### config.mk
export PLATFORM = sky130hd
export DESIGN_NAME = annexb_to_avcc_nal_splitter
export DESIGN_NICKNAME = d
export VERILOG_FILES = /design/src/rtl/ab2av_pkg.sv /design/src/rtl/ab2av_front.sv /design/src/rtl/ab2av_fifo.sv /design/src/rtl/ab2av_back.sv /design/src/rtl/annexb_to_avcc_nal_splitter.sv
export VERILOG_INCLUDE_DIRS = /design/src /design/src/rtl
export SDC_FILE = /design/constraint.sdc
export NUM_CORES = 1
export LEC_CHECK = 0
export ABC_AREA = 0
export BUFFER_PORTS_ARGS = -buffer_cell sky130_fd_sc_hd__buf_2
export CORE_UTILIZATION = 45
export CTS_CLUSTER_DIAMETER = 150
export DETAILED_ROUTE_END_ITERATION = 6
export HOLD_SLACK_MARGIN = 0.03
export SETUP_SLACK_MARGIN = 0.2
export SLEW_MARGIN = 10
export SYNTH_ARGS = -nofsm -noshare
export SYNTH_HDL_FRONTEND = slang
export SYNTH_HIERARCHICAL = 1
export SYNTH_SLANG_ARGS = --single-unit
### constraint.sdc
create_clock -name clk_i -period 8.1 [get_ports clk_i]
set_clock_uncertainty 0.15 [all_clocks]
set_input_delay 1.215 -clock clk_i [delete_from_list [all_inputs] [get_ports clk_i]]
set_output_delay 1.215 -clock clk_i [all_outputs]
set_load 0.03 [all_outputs]
### src/rtl/assert_macros.svh
// assertion macros used by the top-level rtl file that checks itself
// no dependencies; each macro expands to one concurrent assertion
`ifndef ASSERT_MACROS_SVH
`define ASSERT_MACROS_SVH

// same-cycle implication, disabled while reset is asserted
`define ASSERT_IMPL(label, clk, rst_n, ante, cons) \
  label: assert property (@(posedge clk) disable iff (!rst_n) (ante) |-> (cons)) \
    else $error("assertion failed");

// next-cycle implication, disabled while reset is asserted
`define ASSERT_NEXT(label, clk, rst_n, ante, cons) \
  label: assert property (@(posedge clk) disable iff (!rst_n) (ante) |=> (cons)) \
    else $error("assertion failed");

`endif

### src/rtl/ab2av_pkg.sv
// shared types and constants of the annex b to avcc nal splitter
// no dependencies; imported by every module of the block
package ab2av_pkg;

  // start code scanner phase
  typedef enum logic [1:0] {
    PH_SEARCH = 2'd0,
    PH_HEADER = 2'd1,
    PH_INSIDE = 2'd2
  } phase_e;

  // result kinds
  typedef enum logic [1:0] {
    KIND_BYTE     = 2'd0,
    KIND_NAL_END  = 2'd1,
    KIND_UNIT_END = 2'd2
  } kind_e;

  // nal routing
  typedef enum logic [1:0] {
    ROUTE_SAMPLE = 2'd0,
    ROUTE_SPS    = 2'd1,
    ROUTE_PPS    = 2'd2,
    ROUTE_DROP   = 2'd3
  } route_e;

  localparam logic [7:0] TYPE_MASK = 8'h1F;
  localparam logic [4:0] TYPE_SEI  = 5'd6;
  localparam logic [4:0] TYPE_SPS  = 5'd7;
  localparam logic [4:0] TYPE_PPS  = 5'd8;

  // work queue between scanner and sequencer
  localparam int QDEPTH = 4;
  localparam int QPTR_W = 2;
  localparam int QCNT_W = 3;

  // work for one input word, carried out in field order
  typedef struct packed {
    logic       hdr;    // commit data as a nal header
    logic [2:0] zeros;  // held zeros to commit
    logic       lit;    // commit data as a nal byte
    logic [7:0] data;
    logic       endn;   // close the open nal
    logic       unit;   // close the access unit
    logic       key;
  } entry_t;

  typedef struct packed {
    logic full;
    logic empty;
  } q_stat_t;

  function automatic route_e route_of(logic [4:0] t);
    route_e r;
    r = ROUTE_SAMPLE;
    if (t == TYPE_SPS) r = ROUTE_SPS;
    else if (t == TYPE_PPS) r = ROUTE_PPS;
    else if (t == TYPE_SEI) r = ROUTE_DROP;
    return r;
  endfunction

endpackage

### src/rtl/ab2av_front.sv
// start code scanner: classifies each input word into at most one work entry
// depends on ab2av_pkg
module ab2av_front (
  input  logic              clk_i,
  input  logic              rst_ni,
  input  logic [7:0]        data_byte_i,
  input  logic              unit_last_i,
  input  logic              key_frame_i,
  input  logic              accept_i,
  output ab2av_pkg::entry_t entry_o,
  output logic              entry_valid_o
);
  import ab2av_pkg::*;

  phase_e     phase_q, phase_d, phase_nx;
  logic [1:0] held_q, held_d, held_nx;
  entry_t     e;

  // next state
  always_comb begin
    phase_nx = phase_q;
    held_nx  = held_q;
    case (phase_q)
      PH_HEADER: begin
        held_nx  = 2'd0;
        phase_nx = PH_INSIDE;
      end
      PH_INSIDE: begin
        if (data_byte_i == 8'h00) begin
          if (held_q != 2'd3) held_nx = held_q + 2'd1;
        end else if (data_byte_i == 8'h01 && held_q >= 2'd2) begin
          held_nx  = 2'd0;
          phase_nx = PH_HEADER;
        end else begin
          held_nx = 2'd0;
        end
      end
      default: begin
        phase_nx = PH_SEARCH;
        if (data_byte_i == 8'h00) begin
          held_nx = (held_q < 2'd2) ? held_q + 2'd1 : 2'd2;
        end else if (data_byte_i == 8'h01 && held_q >= 2'd2) begin
          held_nx  = 2'd0;
          phase_nx = PH_HEADER;
        end else begin
          held_nx = 2'd0;
        end
      end
    endcase
    phase_d = phase_q;
    held_d  = held_q;
    if (accept_i) begin
      if (unit_last_i) begin
        phase_d = PH_SEARCH;
        held_d  = 2'd0;
      end else begin
        phase_d = phase_nx;
        held_d  = held_nx;
      end
    end
  end

  // work entry for this word
  always_comb begin
    e      = '0;
    e.data = data_byte_i;
    e.key  = key_frame_i;
    case (phase_q)
      PH_HEADER: begin
        e.hdr = 1'b1;
      end
      PH_INSIDE: begin
        if (data_byte_i == 8'h00) begin
          // fourth zero pushes the oldest held zero into the nal
          if (held_q == 2'd3) e.zeros = 3'd1;
        end else if (data_byte_i == 8'h01 && held_q >= 2'd2) begin
          e.endn = 1'b1;
        end else begin
          e.zeros = {1'b0, held_q};
          e.lit   = 1'b1;
        end
      end
      default: begin
      end
    endcase
    // unit end inside a nal keeps the held zeros
    if (unit_last_i) begin
      e.unit = 1'b1;
      if (phase_nx == PH_INSIDE) begin
        e.zeros = e.zeros + {1'b0, held_nx};
        e.endn  = 1'b1;
      end
    end
  end

  assign entry_o       = e;
  assign entry_valid_o = e.hdr | e.lit | e.endn | e.unit | (e.zeros != 3'd0);

  always_ff @(posedge clk_i or negedge rst_ni) begin
    if (!rst_ni) begin
      phase_q <= PH_SEARCH;
      held_q  <= 2'd0;
    end else begin
      phase_q <= phase_d;
      held_q  <= held_d;
    end
  end

endmodule

### src/rtl/ab2av_fifo.sv
// short work queue between the scanner and the sequencer
// depends on ab2av_pkg
module ab2av_fifo (
  input  logic               clk_i,
  input  logic               rst_ni,
  input  logic               push_i,
  input  ab2av_pkg::entry_t  entry_i,
  input  logic               pop_i,
  output ab2av_pkg::entry_t  entry_o,
  output ab2av_pkg::q_stat_t stat_o
);
  import ab2av_pkg::*;

  entry_t            mem_q [QDEPTH];
  logic [QPTR_W-1:0] wr_q, rd_q;
  logic [QCNT_W-1:0] cnt_q, cnt_d;
  logic              do_push, do_pop;

  assign stat_o.full  = (cnt_q == QCNT_W'(QDEPTH));
  assign stat_o.empty = (cnt_q == '0);
  assign do_push      = push_i && !stat_o.full;
  assign do_pop       = pop_i && !stat_o.empty;
  assign entry_o      = mem_q[rd_q];

  // occupancy
  always_comb begin
    cnt_d = cnt_q;
    if (do_push && !do_pop) cnt_d = cnt_q + QCNT_W'(1);
    else if (do_pop && !do_push) cnt_d = cnt_q - QCNT_W'(1);
  end

  always_ff @(posedge clk_i or negedge rst_ni) begin
    if (!rst_ni) begin
      wr_q  <= '0;
      rd_q  <= '0;
      cnt_q <= '0;
    end else begin
      cnt_q <= cnt_d;
      if (do_push) wr_q <= wr_q + QPTR_W'(1);
      if (do_pop) rd_q <= rd_q + QPTR_W'(1);
    end
  end

  // storage
  always_ff @(posedge clk_i) begin
    if (do_push) mem_q[wr_q] <= entry_i;
  end

endmodule

### src/rtl/ab2av_back.sv
// sequencer: carries out queued work one operation per cycle unless a stalled result
// port holds it, keeps nal and unit state and the result register; depends on ab2av_pkg
module ab2av_back #(
  parameter int LENGTH_BITS = 24
) (
  input  logic               clk_i,
  input  logic               rst_ni,
  input  ab2av_pkg::entry_t  head_i,
  input  ab2av_pkg::q_stat_t qstat_i,
  output logic               qpop_o,
  input  logic               pop_i,
  output logic               empty_o,
  output logic [1:0]         kind_o,
  output logic [7:0]         out_byte_o,
  output logic [4:0]         unit_type_o,
  output logic [1:0]         route_o,
  output logic [23:0]        nal_length_o,
  output logic [23:0]        frame_length_o,
  output logic               write_sample_o,
  output logic               key_out_o,
  output logic               params_changed_o,
  output logic [23:0]        sps_info_o,
  output logic               run_last_o
);
  import ab2av_pkg::*;

  typedef enum logic [2:0] {
    OP_HDR, OP_ZERO, OP_LIT, OP_END, OP_UNIT
  } op_e;

  localparam logic [LENGTH_BITS-1:0] LenMax = '1;

  // working entry
  entry_t cur_q, cur_d, rem;
  logic   cur_valid_q, cur_valid_d;

  // nal and unit state
  logic [4:0]             type_q, type_d;
  logic [LENGTH_BITS-1:0] nal_q, nal_d;
  logic [LENGTH_BITS-1:0] frame_q, frame_d;
  logic                   sps_pres_q, sps_pres_d, pps_pres_q, pps_pres_d;
  logic                   chg_q, chg_d;
  logic [23:0]            sps_q, sps_d;

  // result register
  logic        ovalid_q, ovalid_d;
  kind_e       kind_q;
  logic [7:0]  byte_q;
  logic [4:0]  utype_q;
  route_e      route_q;
  logic [23:0] nlen_q, flen_q, sps_info_q;
  logic        ws_q, key_q, pc_q, rlast_q;

  op_e                    op;
  logic [4:0]             t_use;
  route_e                 rt;
  logic [LENGTH_BITS-1:0] nal_base, nal_inc, len4, frame_add;
  logic [LENGTH_BITS:0]   sum1, sum2;
  logic [7:0]             cbyte;
  logic [23:0]            sps_commit;
  logic                   is_commit, produces, go, out_free;
  logic                   rem_nonunit, rem_empty, more;
  logic [LENGTH_BITS+23:0] nal_ext, frame_ext;

  // pick the next operation of the working entry
  always_comb begin
    if (cur_q.hdr) op = OP_HDR;
    else if (cur_q.zeros != 3'd0) op = OP_ZERO;
    else if (cur_q.lit) op = OP_LIT;
    else if (cur_q.endn) op = OP_END;
    else op = OP_UNIT;
  end

  assign is_commit = (op == OP_HDR) || (op == OP_ZERO) || (op == OP_LIT);
  assign t_use     = (op == OP_HDR) ? 5'(cur_q.data & TYPE_MASK) : type_q;
  assign rt        = route_of(t_use);
  assign nal_base  = (op == OP_HDR) ? '0 : nal_q;
  assign cbyte     = (op == OP_ZERO) ? 8'h00 : cur_q.data;
  assign nal_inc   = (nal_base == LenMax) ? nal_base : nal_base + LENGTH_BITS'(1);

  // sps bytes one to three land in the info word
  always_comb begin
    sps_commit = ((op == OP_HDR) && (t_use == TYPE_SPS)) ? 24'h0 : sps_q;
    if (t_use == TYPE_SPS && nal_base[LENGTH_BITS-1:2] == '0) begin
      case (nal_base[1:0])
        2'd1:    sps_commit[23:16] = cbyte;
        2'd2:    sps_commit[15:8]  = cbyte;
        2'd3:    sps_commit[7:0]   = cbyte;
        default: begin
        end
      endcase
    end
  end

  // saturating frame length: frame + (4 + nal)
  assign sum1      = {1'b0, nal_q} + (LENGTH_BITS+1)'(4);
  assign len4      = sum1[LENGTH_BITS] ? LenMax : sum1[LENGTH_BITS-1:0];
  assign sum2      = {1'b0, frame_q} + {1'b0, len4};
  assign frame_add = sum2[LENGTH_BITS] ? LenMax : sum2[LENGTH_BITS-1:0];
  assign nal_ext   = {24'h0, nal_q};
  assign frame_ext = {24'h0, frame_q};

  // issue control
  assign produces = (op == OP_UNIT) || (rt != ROUTE_DROP);
  assign out_free = !ovalid_q || pop_i;
  assign go       = cur_valid_q && (!produces || out_free);

  // what is left of the entry after this operation
  always_comb begin
    rem = cur_q;
    case (op)
      OP_HDR:  rem.hdr   = 1'b0;
      OP_ZERO: rem.zeros = cur_q.zeros - 3'd1;
      OP_LIT:  rem.lit   = 1'b0;
      OP_END:  rem.endn  = 1'b0;
      default: rem.unit  = 1'b0;
    endcase
  end

  assign rem_nonunit = rem.hdr | rem.lit | rem.endn | (rem.zeros != 3'd0);
  assign rem_empty   = !rem_nonunit && !rem.unit;
  assign more        = rem.unit | (rem_nonunit & (rt != ROUTE_DROP));

  // working entry and queue pop
  always_comb begin
    cur_d       = cur_q;
    cur_valid_d = cur_valid_q;
    qpop_o      = 1'b0;
    if (!cur_valid_q || (go && rem_empty)) begin
      cur_d       = head_i;
      cur_valid_d = !qstat_i.empty;
      qpop_o      = !qstat_i.empty;
    end else if (go) begin
      cur_d = rem;
    end
  end

  // state update
  always_comb begin
    type_d     = type_q;
    nal_d      = nal_q;
    frame_d    = frame_q;
    sps_pres_d = sps_pres_q;
    pps_pres_d = pps_pres_q;
    chg_d      = chg_q;
    sps_d      = sps_q;
    if (go) begin
      if (is_commit) begin
        type_d = t_use;
        nal_d  = nal_inc;
        sps_d  = sps_commit;
      end else if (op == OP_END) begin
        case (rt)
          ROUTE_SAMPLE: frame_d = frame_add;
          ROUTE_SPS: begin
            sps_pres_d = 1'b1;
            chg_d      = 1'b1;
          end
          ROUTE_PPS: begin
            pps_pres_d = 1'b1;
            chg_d      = 1'b1;
          end
          default: begin
          end
        endcase
        nal_d = '0;
      end else begin
        frame_d = '0;
        chg_d   = 1'b0;
        nal_d   = '0;
        type_d  = 5'd0;
      end
    end
  end

  assign ovalid_d = (go && produces) ? 1'b1 : (pop_i ? 1'b0 : ovalid_q);

  always_ff @(posedge clk_i or negedge rst_ni) begin
    if (!rst_ni) begin
      cur_valid_q <= 1'b0;
      ovalid_q    <= 1'b0;
      type_q      <= 5'd0;
      nal_q       <= '0;
      frame_q     <= '0;
      sps_pres_q  <= 1'b0;
      pps_pres_q  <= 1'b0;
      chg_q       <= 1'b0;
      sps_q       <= 24'h0;
    end else begin
      cur_valid_q <= cur_valid_d;
      ovalid_q    <= ovalid_d;
      type_q      <= type_d;
      nal_q       <= nal_d;
      frame_q     <= frame_d;
      sps_pres_q  <= sps_pres_d;
      pps_pres_q  <= pps_pres_d;
      chg_q       <= chg_d;
      sps_q       <= sps_d;
    end
  end

  // payload registers
  always_ff @(posedge clk_i) begin
    cur_q <= cur_d;
    if (go && produces) begin
      kind_q     <= is_commit ? KIND_BYTE : ((op == OP_END) ? KIND_NAL_END : KIND_UNIT_END);
      byte_q     <= is_commit ? cbyte : 8'h00;
      utype_q    <= (op != OP_UNIT) ? t_use : 5'd0;
      route_q    <= (op != OP_UNIT) ? rt : ROUTE_SAMPLE;
      nlen_q     <= (op == OP_END) ? nal_ext[23:0] : 24'h0;
      flen_q     <= (op == OP_UNIT) ? frame_ext[23:0] : 24'h0;
      ws_q       <= (op == OP_UNIT) && (frame_q != '0) && sps_pres_q && pps_pres_q;
      key_q      <= (op == OP_UNIT) && cur_q.key;
      pc_q       <= (op == OP_UNIT) && chg_q;
      sps_info_q <= is_commit ? sps_commit : sps_q;
      rlast_q    <= !more;
    end
  end

  assign empty_o          = !ovalid_q;
  assign kind_o           = kind_q;
  assign out_byte_o       = byte_q;
  assign unit_type_o      = utype_q;
  assign route_o          = route_q;
  assign nal_length_o     = nlen_q;
  assign frame_length_o   = flen_q;
  assign write_sample_o   = ws_q;
  assign key_out_o        = key_q;
  assign params_changed_o = pc_q;
  assign sps_info_o       = sps_info_q;
  assign run_last_o       = rlast_q;

endmodule

### src/rtl/annexb_to_avcc_nal_splitter.sv
// channel   handshake          payload
// input     push_i / full_o    data_byte_i, unit_last_i, key_frame_i
// result    pop_i / empty_o    kind_o .. run_last_o (one word per record)
//
// a word is taken every cycle while the work queue has room; the scanner
// turns it into at most one queue entry, and the sequencer carries out one
// operation (header, byte, held zero, nal end, unit end) per cycle unless a
// stalled result port holds an operation that produces a result. rst_ni
// clears all control and nal state at once. a stalled result port backs up
// the queue, then full_o rises.
// top level of the annex b to avcc nal splitter; depends on ab2av_pkg,
// ab2av_front, ab2av_fifo, ab2av_back and assert_macros.svh
`include "assert_macros.svh"

module annexb_to_avcc_nal_splitter #(
  parameter int LENGTH_BITS = 24
) (
  input  logic        clk_i,
  input  logic        rst_ni,
  input  logic        push_i,
  output logic        full_o,
  input  logic [7:0]  data_byte_i,
  input  logic        unit_last_i,
  input  logic        key_frame_i,
  input  logic        pop_i,
  output logic        empty_o,
  output logic [1:0]  kind_o,
  output logic [7:0]  out_byte_o,
  output logic [4:0]  unit_type_o,
  output logic [1:0]  route_o,
  output logic [23:0] nal_length_o,
  output logic [23:0] frame_length_o,
  output logic        write_sample_o,
  output logic        key_out_o,
  output logic        params_changed_o,
  output logic [23:0] sps_info_o,
  output logic        run_last_o
);
  import ab2av_pkg::*;

  entry_t  f_entry, q_head;
  logic    f_valid, accept, q_push, q_pop;
  q_stat_t q_stat;

  assign full_o = q_stat.full;
  assign accept = push_i && !q_stat.full;
  assign q_push = accept && f_valid;

  // scanner
  ab2av_front u_front (
    .clk_i         (clk_i),
    .rst_ni        (rst_ni),
    .data_byte_i   (data_byte_i),
    .unit_last_i   (unit_last_i),
    .key_frame_i   (key_frame_i),
    .accept_i      (accept),
    .entry_o       (f_entry),
    .entry_valid_o (f_valid)
  );

  // work queue
  ab2av_fifo u_fifo (
    .clk_i   (clk_i),
    .rst_ni  (rst_ni),
    .push_i  (q_push),
    .entry_i (f_entry),
    .pop_i   (q_pop),
    .entry_o (q_head),
    .stat_o  (q_stat)
  );

  // sequencer and result register
  ab2av_back #(
    .LENGTH_BITS (LENGTH_BITS)
  ) u_back (
    .clk_i            (clk_i),
    .rst_ni           (rst_ni),
    .head_i           (q_head),
    .qstat_i          (q_stat),
    .qpop_o           (q_pop),
    .pop_i            (pop_i),
    .empty_o          (empty_o),
    .kind_o           (kind_o),
    .out_byte_o       (out_byte_o),
    .unit_type_o      (unit_type_o),
    .route_o          (route_o),
    .nal_length_o     (nal_length_o),
    .frame_length_o   (frame_length_o),
    .write_sample_o   (write_sample_o),
    .key_out_o        (key_out_o),
    .params_changed_o (params_changed_o),
    .sps_info_o       (sps_info_o),
    .run_last_o       (run_last_o)
  );

  // checks
  `ASSERT_IMPL(a_no_push_when_full, clk_i, rst_ni, q_stat.full, !q_push)
  `ASSERT_IMPL(a_no_pop_when_empty, clk_i, rst_ni, q_pop, !q_stat.empty)
  `ASSERT_NEXT(a_unit_end_queued, clk_i, rst_ni, accept && unit_last_i, !q_stat.empty)

endmodule

==> impl_metrics.toml <==
[clock_tree]
cts-root-buf = "clkbuf_16"
postCtsSetupBuffers = 0
clk_pin_slew_ps = 70
cts.path.max_buffers = 3
h-tree-depth = 1
clock_latency_ps = 550
ctsResizeCount = 0
cts_tree = "done"
cts.sinks = 266
cts.hold.buffers_added = 0
numCtsBuffers = 28

[logic_synthesis]
synth_top_family_by_area = "simple AND/OR/NAND/NOR gates"
syn_area_um2 = 13400
yosys.area.top_type_share_pct = 38.9
synth_cells = 1148
synth_nets = 1204
synth_xor_area_share_pct = 2.29
ys_types = 94
yosysMostFrequentCell = "edfxtp_1"
ys_ff_latch = 266
muxShareOfSynthArea_pct = 3.82
ys_top_cells_by_area = "edfxtp_1 39%, dfrtp_1 17%, o21ai_0 3.9%, ha_1 3.7%, nand2_1 3.6%"
synthAdderAreaFrac_pct = 4.18
syn_avg_cell_area_um2 = 11.6
synth_largest_area_cell = "edfxtp_1"
synth_common_cells = "173 x edfxtp_1, 128 x nand2_1, 104 x o21ai_0, 93 x dfrtp_1, 68 x nor2_1"
synth_edf_count = 173
ys_async_sr_fraction_pct = 35.0
synth_compound_area_share_pct = 13.2
synthSimpleGateAreaFrac_pct = 16.5
synth_ff_type = "edfxtp_1"
yosysSeqAreaShare_pct = 56.3
synth-warning-count = 6

[power]
leakagePower_nw = 6.38
power.density_nw_per_um2 = 299
irDropWorstVdd_mv = 0.226

[setup_path]
timing.rr.start = "u_back/nal_q[2]"
path_class = "reg2reg"
max_stage_delay_ps = 680
crit_path_top_delay_cell = "o31ai_4"
critPathLaunch = "u_back/nal_q[2]"
r2r-end = "u_back/frame_q[21]"
startpoint_type = "flop"
worstPathMaxFanout = 19
rr_worst_depth = 18
required_ps = 8410
worstPathCellList = "ha_1 > and4_1 > nand4_1 > nor2_1 > nand2_1 > nand2b_1 > ha_1 > inv_1 > fa_1 > nand2b_1 > a21oi_1 > o41a_2 > a21oi_1 > o31ai_2 > a21oi_2 > o31ai_4 > nor2_1 > a22oi_1"
rrSetupSlack_ps = 2530
endpoint_kind = "flop"
arrival_ps = 5880

[route]
drtPass1Iterations = 5
wirelength_um = 29300
wl_per_cell_um = 18.0
vias_per_cell = 5.48
drc_errors = 0
ant_nets = 0
vias = 8945
drt_iter0_drc = 688

[sta]
max_freq_mhz = 179
setup_slack_ps = 2530
worstMarginPinSlew_ps = 1030
maxSlewHeadroom_pct = 31.3
finalSetupViolations = 0
grt_setup_unrepaired = "no"
period_minus_slack_ps = 5570
finalHoldViolCount = 0
tns_ps = 0
slew_violations = 0
post-route-period-util_pct = 68.8

[worst_hold_path]
hold-path-cell-count = 1
hp-start = "u_back/sps_pres_q"
whs_endpoint = "u_back/sps_pres_q"
min-delay-path-class = "reg2reg"

[final_layout]
finalNetCount = 1283
num_antenna_cells = 0
area_growth_syn_to_layout_pct = 12.1
fill_cells = 2532
drive_gt1_share_pct = 17.3

[floorplanning]
die_h_um = 174
row_count = 62
num_io_pins = 109
start_util_pct = 46.2
die_area_um2 = 30400
die_w_um = 174
core_um2 = 28900

[global_route]
antenna_found_initial = 0
overflow = 0
grt_max_degree = 68
grt_usage_pct = 19.6
grt_pass1_wl_um = 47500
grt_pass1_vias = 8587

[placed_design]
gp_congestion = 0.906
hpwlAfterDp_um = 19900
port_buffers = 108
post-place-ws_ps = 2500

[outcome]
status = "complete, no violations"

[job]
maxCapViolCount = 0
-- where the power goes --
part / total, mW / internal (mW) / leakage, nW / switching [mW]
combinational: 1.21 / 0.399 / 2.96 / 0.814
sequential: 1.98 / 1.78 / 2.97 / 0.200
clock: 1.28 / 0.750 / 0.445 / 0.531
-- cell usage in the layout, fill, tap and decap left out, drive strengths merged, types with 28 or more instances in the layout --
cell,instances
dfrtp,93
edfxtp,173
clkbuf,34
buf,114
ha,39
o21ai,113
nand2,131
inv,29
nor2,70
a21oi,56
and3,42
nand3,28
and2,42
-- layer usage --
metal  wire length, um  vias up  share of wire (%)  global-route usage, %
li1                  -     4367                  -                      -
met1             14100     4314                 48                   28.3
met2             13400      217                 46                   30.9
met3              1330       47                4.5                   2.78
met4               575        0                2.0                   5.23
met5                 0        -                  0                      0
-- worst max-delay path: cells and delay by family, from the launching register on --
family	cells	cell delay (ps)
buf+inv	1	60
fa+ha+maj	3	820
simple gates	7	1900
flops	1	520
compound gates	7	2000
-- kinds of logic (layout without fill, tap and decap cells) --
| group | count (synthesis) | count (layout) |
|---|---|---|
| fa+ha+maj | 43 | 43 |
| buf+inv | 93 | 193 |
| xor+xnor | 35 | 35 |
| compound gates | 271 | 271 |
| simple gates | 413 | 413 |
| mux | 27 | 27 |
| flops | 266 | 266 |
-- layout make-up --
cell class,instances,area (um^2),share of cell area [%]
clock buffers,34,743,4.96
clock inverters,17,185,1.24
inverters,28,105,0.702
multi-input cells,789,5350,35.7
flip-flops and latches,266,7520,50.2
well taps,384,480,3.21
repair buffers,114,588,3.93
-- through the flow --
stage	area, um^2	hold WS (ps)	instances	util (%)	total power [mW]
global route	15000	354	1632	51.8	4.72
CTS	15000	319	1632	51.8	4.53
global placement	14000	301	1581	48.6	3.21
floorplan	13400	291	1148	-	2.91
detailed placement	14000	306	1581	48.6	3.23
finish	15000	323	1632	51.8	4.47
-- state kept, by name, indices dropped and copies added (netlist names), 2 cells and up --
register and flops:
u_back/route_o 2, u_fifo/rd_q 2, u_back/out_byte_o 8, u_back/sps_info_o 24
u_fifo/cnt_q 3, u_back/unit_type_o 5, u_back/frame_q 24, u_back/type_q 5
u_fifo/wr_q 2, u_fifo/mem_q 64, u_front/phase_q 2, u_back/nal_q 24
u_back/nal_length_o 24, u_front/held_q 2, u_back/sps_q 24, u_back/cur_q 16
u_back/kind_o 2, u_back/frame_length_o 24
-- worst max path at each step --
stage / endpoint / slack (ps)
floorplan: u_back/frame_length_o[0] / 1640
global placement: u_back/frame_q[21] / 2710
detailed placement: u_back/frame_q[21] / 2500
CTS: u_back/frame_q[21] / 2510
global route: u_back/frame_q[21] / 2040
finish: u_back/frame_q[21] / 2530
No activity file was read; power rests on OpenSTA's default activity.
